$ cat config.mk
export PLATFORM = sky130hd
export DESIGN_NAME = ntc_div_pipe
export DESIGN_NICKNAME = d
export VERILOG_FILES = /design/src/hw/rtl/ntc_pkg.sv /design/src/hw/rtl/ntc_div_pipe.sv
export SDC_FILE = /design/constraint.sdc
export NUM_CORES = 1
export LEC_CHECK = 0
export BUFFER_PORTS_ARGS = -buffer_cell sky130_fd_sc_hd__clkbuf_2
export CORE_MARGIN = 5
export CORE_UTILIZATION = 55
export CTS_BUF_LIST = sky130_fd_sc_hd__clkbuf_4 sky130_fd_sc_hd__clkbuf_8
export CTS_CLUSTER_SIZE = 25
export DETAILED_ROUTE_END_ITERATION = 16
export PLACE_DENSITY = 0.71
export SLEW_MARGIN = 20
export SYNTH_ARGS = -nofsm -noshare
export SYNTH_HDL_FRONTEND = slang
export SYNTH_SLANG_ARGS = --single-unit
$ cat constraint.sdc
create_clock -name clk -period 2.6 [get_ports clk]
set_clock_uncertainty 0.05 [all_clocks]
set_input_delay 0.52 -clock clk [delete_from_list [all_inputs] [get_ports clk]]
set_output_delay 0.52 -clock clk [all_outputs]
set_load 0.005 [all_outputs]
$ cat src/hw/rtl/ntc_pkg.sv
// Shared constants, register indexes and the log2 table generator for the NTC converter.
`default_nettype none

package ntc_pkg;

  localparam int LOG_FRAC   = 24;
  localparam int LOG_LAT    = 9;
  localparam int V_W        = 23;
  localparam int TEMP_W     = 18;
  localparam int RAIL_UV    = 10000;
  localparam int KELVIN_OFS = 27315;
  localparam int TEMP_HIGH  = 100000;

  localparam logic [29:0] LN2_Q30 = 30'd744261118;

  // configuration register indexes
  localparam logic [2:0] REG_SUPPLY   = 3'd0;
  localparam logic [2:0] REG_FIXED_R  = 3'd1;
  localparam logic [2:0] REG_NOMINAL  = 3'd2;
  localparam logic [2:0] REG_BETA     = 3'd3;
  localparam logic [2:0] REG_T0       = 3'd4;
  localparam logic [2:0] REG_NTC_GND  = 3'd5;
  localparam logic [2:0] REG_USE_CAL  = 3'd6;

  // log2(1 + idx / 2^tbits) in Q24, by truncated repeated squaring
  function automatic logic [24:0] log_entry(input int idx, input int tbits);
    logic [63:0] m;
    logic [24:0] f;
    m = (64'd1 << 30) + (64'(idx) << (30 - tbits));
    f = '0;
    if (idx == (1 << tbits)) begin
      f = 25'd1 << LOG_FRAC;
    end else begin
      for (int k = 0; k < LOG_FRAC; k++) begin
        m = (m * m) >> 30;
        f = f << 1;
        if (m >= (64'd2 << 30)) begin
          m = m >> 1;
          f[0] = 1'b1;
        end
      end
    end
    return f;
  endfunction

endpackage

`default_nettype wire

$ cat src/hw/rtl/ntc_div_pipe.sv
// Pipelined restoring divider: one quotient bit per register stage.
`default_nettype none

module ntc_div_pipe #(
  parameter int DW = 12,
  parameter int QW = 23,
  parameter int PW = 1
) (
  input  logic               clk,
  input  logic               rst,
  input  logic               en,
  input  logic               in_valid,
  input  logic [DW+QW-1:0]   num,
  input  logic [DW-1:0]      den,
  input  logic [PW-1:0]      in_pay,
  output logic               out_valid,
  output logic [QW-1:0]      quo,
  output logic [PW-1:0]      out_pay
);
  import ntc_pkg::*;

  // numerator top DW bits must already be below the divisor
  logic          vld   [QW];
  logic [DW-1:0] rem_s [QW];
  logic [QW-1:0] wrk   [QW];
  logic [DW-1:0] den_s [QW];
  logic [PW-1:0] pay_s [QW];

  for (genvar k = 0; k < QW; k++) begin : g_step
    logic          v_in;
    logic [DW-1:0] r_in;
    logic [DW-1:0] d_in;
    logic [QW-1:0] w_in;
    logic [PW-1:0] p_in;
    logic [DW:0]   shifted;
    logic [DW+1:0] trial;

    if (k == 0) begin : g_first
      assign v_in = in_valid;
      assign r_in = num[DW+QW-1:QW];
      assign w_in = num[QW-1:0];
      assign d_in = den;
      assign p_in = in_pay;
    end else begin : g_next
      assign v_in = vld[k-1];
      assign r_in = rem_s[k-1];
      assign w_in = wrk[k-1];
      assign d_in = den_s[k-1];
      assign p_in = pay_s[k-1];
    end

    assign shifted = {r_in, w_in[QW-1]};
    assign trial   = {1'b0, shifted} - {2'b00, d_in};

    always_ff @(posedge clk) begin
      if (rst) begin
        vld[k] <= 1'b0;
      end else if (en) begin
        vld[k] <= v_in;
      end
    end

    always_ff @(posedge clk) begin
      if (en) begin
        rem_s[k] <= trial[DW+1] ? shifted[DW-1:0] : trial[DW-1:0];
        wrk[k]   <= {w_in[QW-2:0], ~trial[DW+1]};
        den_s[k] <= d_in;
        pay_s[k] <= p_in;
      end
    end
  end

  assign out_valid = vld[QW-1];
  assign quo       = wrk[QW-1];
  assign out_pay   = pay_s[QW-1];

endmodule

`default_nettype wire

==> Yosys cells after proc, flatten, opt, wreduce, memory -nomap -nowiden <==
Memories as Yosys holds them, arrays and structs flattened.
Index checks and enable logic that the tools add are counted.
{ "word_totals": {"reg_bits": 0, "ram_bits": 1127, "inputBits": 52, "output_inout_bits": 25, "elab_cells": 126, "n_memories": 5} }
{ "memory_table": {"columns": ["name", "depth", "width", "read_ports", "rd_ports_with_merged_regs", "write_ports", "line", "source"], "rows": [
  ["wrk", 23, 23, 23, 0, 23, "ntc_div_pipe.sv:25", "logic [QW-1:0] wrk [QW];"],
  ["den_s", 23, 12, 22, 0, 23, "ntc_div_pipe.sv:26", "logic [DW-1:0] den_s [QW];"],
  ["rem_s", 23, 12, 22, 0, 23, "ntc_div_pipe.sv:24", "logic [DW-1:0] rem_s [QW];"],
  ["pay_s", 23, 1, 23, 0, 23, "ntc_div_pipe.sv:27", "logic [PW-1:0] pay_s [QW];"],
  ["vld", 23, 1, 23, 0, 23, "ntc_div_pipe.sv:23", "logic vld [QW];"]
]} }
{ "classes": {"add_sub_neg": 23, "muxes": 52, "bitwise_logic": 46} }
{ "op_table": {"columns": ["operator", "n"], "rows": [
  ["subtractor 13 x 12 -> 14 bit", 23],
  ["two-way mux 12 bit", 23],
  ["two-way mux 1 bit", 29],
  ["NOT 1 bit", 23],
  ["bitwise OR 1 bit", 23]
]} }

==> Logic depth before layout (Yosys ltp) <==
{ "logic_depth": {"word_depth": 4, "ltp_mapped": 10, "mapped_depth_nobuf": 9} }

==> Least setup slack after synthesis <==
OpenSTA, ideal clock, no wires.
{ "synth_path": {"path_type": "register to register", "from": "memory den_s[0][0]", "to": "memory rem_s[1][10] (netlist: rem_s[0][22]) (data pin)", "setup_ns": 0.260, "arrival_time_ns": 2.084, "t_required_ns": 2.290, "path_slack_ns": 0.206, "path_stages_with_launch": 9, "path_buffers": 0, "synth_period_minus_slack_ns": 2.394, "cell_sequence": "edfxtp_1 ha_1 fa_1 nor2b_1 o31a_1 nor2_1 o2111a_1 a311o_1 mux2_4"} }
{ "synth_rtl": {"columns": ["item", "line"], "rows": [
  ["from (decl)", "ntc_div_pipe.sv:26"],
  ["to (decl)", "ntc_div_pipe.sv:24"]
]} }

==> results.md <==
- Reg clk slew, reported paths: 0.06 ns
- Reg2reg start: den_s[1][84]
- CP startpoint kind: flop
- Synth warn: 0
- RSZ-0062 raised after global routing: true
- Final Hold Viols: 0
- Antenna Nets Post-Route: 0
- Drt wl/cell: 15.4 um
- Crit path from: den_s[1][84]
- Gr usage total: 16.7%
- Clock power share: 23.2%
- FF-to-FF path depth: 9
- Vias per std cell: 5.37
- Synth top area cells: edfxtp_1 65%, ha_1 6.8%, inv_1 2.7%, a21oi_1 2.2%, nor2_1 2.0%
- Worst VDD drop: 0.688 mV
- Relative slew slack: 57.6%
- Row count: 111
- EDFF count, synth: 1,103
- Critical path's top delay family: simple AND/OR/NAND/NOR gates
- Total power: 63.1 mW
- Setup crit end: rem_s[2][10]
- Root Buffer: clkbuf_8
- Complex-gate fraction of the synthesized area: 9.52%
- R2R Path End: rem_s[2][10]
- Period utilization: 96.8%
- Slew @ Worst Pin: 0.637 ns
- Register area share after synthesis: 65.3%
- Synthesized area: 0.0507 mm^2
- Final core utilization: 62.8%
- I/O Buffers: 76
- Layout Nets: 4,287
- Synth cell types: 66
- Die H: 314 um
- Pin count of the biggest net entering global routing: 104
- Core Box Area: 0.0915 mm^2
- Detail Placement HPWL: 55,600 um
- Post-synth top flop: edfxtp_1
- Max-cap viol count: 0
- First-pass GRT wire length: 137,000 um
- Combinational power share: 36.1%
- Storage cell area: 0.0331 mm^2
- Cell Int Power: 43.1 mW
- Area growth, synth to finish: 13.3%
- DIE AREA: 0.0983 mm^2
- Starting DRT DRC Count: 1,561
- Grt total ovfl: 0
- Routed WL: 81,400 um
- Main combinational cell family by area after synthesis: compound AO/OA/AOI/OAI gates
- PD cells: 1100 mW/mm^2
- Leakage power: 22.5 nW
- Fmax: 0.397 GHz
- Final setup vio count: 0
- Critical Path RT: 3.21 ns
- Final Wtd Congestion: 0.850
- Antenna violations before repair: 1
- Vias in the first global route: 28,300
- Data arrival time of the critical path: 3.13 ns
- # clock sinks: 1,103
- Die Wd: 314 um
- Adder-cell share of the synthesized area: 7.66%
- Worst Setup End Kind: flop
- Switching share of power: 31.7%
- Crit path cell chain: ha_1 > fa_1 > nor2b_1 > o2111ai_1 > nand3_1 > o41ai_1 > buf_4 > or3_1 > a41oi_1
- Post-Synth Simple-Gate Area: 7.35%
- Synth area leader: edfxtp_1
- Mapped Avg Cell Area: 14.2 um^2
- CP Depth: 9
- TritonCTS clock tree: done
- Async S/R FF share, synth: 0%
- Gate Count Post-Synth: 3,580
- Register share of total power: 40.7%
- TritonCTS Buffers: 176
- Tightest Hold Check Type: in -> reg
- DR pass1 iterations: 5
- Final min period: 2.52 ns
- Net switching power figure: 20.0 mW
- Syn Nets: 3,929
- CTS H-Tree Depth: 4
- Initial Utilization: 55.4%
- Status: finished clean
- Fill cell count: 6,812
- Setup Crit Path Kind: reg -> reg
- Mux cell area share after synthesis: 4.26%
- Clock buffer depth: 3
- Slowest stage delay, CP: 0.42 ns
- Seq cells post-synth: 1,103
- WP buf/inv: 1
- Clock Latency Late Sink: 0.82 ns
- Slowest cell on crit path: edfxtp_1
- Layout cell share with drive strength beyond 1: 16.6%
- DRC violations left: 0
- Yosys top cell area share: 65.3%
- Worst-path maximum fanout: 3
- XOR/XNOR Fraction of Synth Area: 2.52%
- Setup TNS Final: 0 ns
- Slew Limit Fails: 0
- Area after DPL: 0.0533 mm^2
- Register-to-register setup slack: 0.08 ns
- Most common cell in the netlist: edfxtp_1
- Most frequent cells after synthesis: 1,103 x edfxtp_1, 358 x inv_1, 276 x nor2_1
- Combined area of the multi-input logic cells: 0.0160 mm^2
- Io pins: 77
- Finished Cell Area: 0.0575 mm^2
- Vias: 28,300
==> cells in the final DEF (no fill, tap or decap), drive strengths merged, types with 27 or more instances in the layout <==
| master | synthesis | routed |
|---|---|---|
| or3 | 42 | 42 |
| a211oi | 33 | 33 |
| nand4 | 28 | 28 |
| mux2i | 42 | 42 |
| nand2 | 135 | 135 |
| a21o | 53 | 53 |
| o21ai | 137 | 137 |
| o21a | 55 | 55 |
| nor3 | 71 | 71 |
| and2 | 29 | 29 |
| edfxtp | 1103 | 1103 |
| a21oi | 238 | 238 |
| buf | 36 | 108 |
| xnor2 | 92 | 92 |
| xor2 | 54 | 54 |
| o31ai | 27 | 27 |
| ha | 275 | 275 |
| nand2b | 35 | 35 |
| nor2 | 276 | 276 |
| clkinv | 0 | 70 |
| mux2 | 135 | 135 |
| inv | 359 | 363 |
| dlygate4sd3 | 0 | 48 |
| nor2b | 54 | 54 |
| nand3 | 55 | 55 |
| clkbuf | 15 | 303 |
==> flip-flops by register name, summed over array words and instances (netlist names) <==
register / count
wrk: 529
den_s: 264
rem_s: 264
pay_s: 23
vld: 23
==> cell families (layout without fill, tap and decap cells) <==
kind of cell / after synthesis / after routing
simple gates: 768 / 768
fa+ha+maj: 297 / 297
mux: 177 / 177
xor+xnor: 146 / 146
buf+inv: 410 / 909
flops: 1103 / 1103
other cells: 0 / 2
compound gates: 679 / 679
==> final cells by class <==
class                           instances  share of cell area [%]
Tap cell                             1186                    2.58
Inverter                              359                    2.35
Clock inverter                         91                    1.25
Antenna cell                            2                 0.00871
Sequential cell                      1103                    57.6
Timing Repair Buffer                  231                    3.48
Multi-Input combinational cell       2067                    27.8
Clock buffer                          228                    4.92
==> repair_timing <==
action / CTS / global route
endpoints found under the hold margin: 52 / 0
gates resized for setup: 2 / 24
setup endpoints to repair: 2 / 53
buffers inserted: 2 / 5
pin swaps: 2 / 5
hold buffers: 48 / 0
==> through the flow <==
stage	instances	worst slack (ns)	hold WS [ns]
after floorplan	3580	0.206	0.350
after global routing	5267	-0.00508	0.121
final	5267	0.0829	0.159
after CTS	5260	0.0180	0.0606
after detailed placement	4891	-0.00832	0.355
after global placement	4891	-0.00809	0.350
==> tightest hold or removal path: stages <==
cell,delay [ns]
clkbuf_2,0.10
inv_1,0.07
a211o_1,0.10
o31ai_1,0.06
==> layer usage <==
metal / vias to the layer above / global-route usage (%) / wire (um)
li1: 14100 / - / -
met5: - / 0 / 0
met2: 518 / 27.2 / 38500
met4: 0 / 6.06 / 2010
met1: 13600 / 22.6 / 37300
met3: 160 / 3.45 / 3590
==> how the worst min path moves through the flow <==
stage | from | end | slack (ns) | cells past startpoint
after global placement | wrk[1][79] | wrk[1][103] | 0.35 | 0
after CTS | num[33] | rem_s[0][11] | 0.06 | 4
final | num[33] | rem_s[0][11] | 0.16 | 4
after floorplan | pay_s[0][0] | pay_s[0][1] | 0.35 | 0
after detailed placement | pay_s[0][1] | pay_s[0][2] | 0.35 | 0
after global routing | num[33] | rem_s[0][11] | 0.12 | 4
==> power by group through the flow <==
stage / clock network, mW / registers (mW) / logic, mW
after floorplan: 0 / 25.3 / 17.8
after global placement: 0 / 25.9 / 22.0
after detailed placement: 0 / 26.0 / 22.5
after CTS: 15.1 / 25.7 / 22.7
after global routing: 16.0 / 26.0 / 25.3
final: 14.6 / 25.7 / 22.8
(Power assumes the default switching activity.)
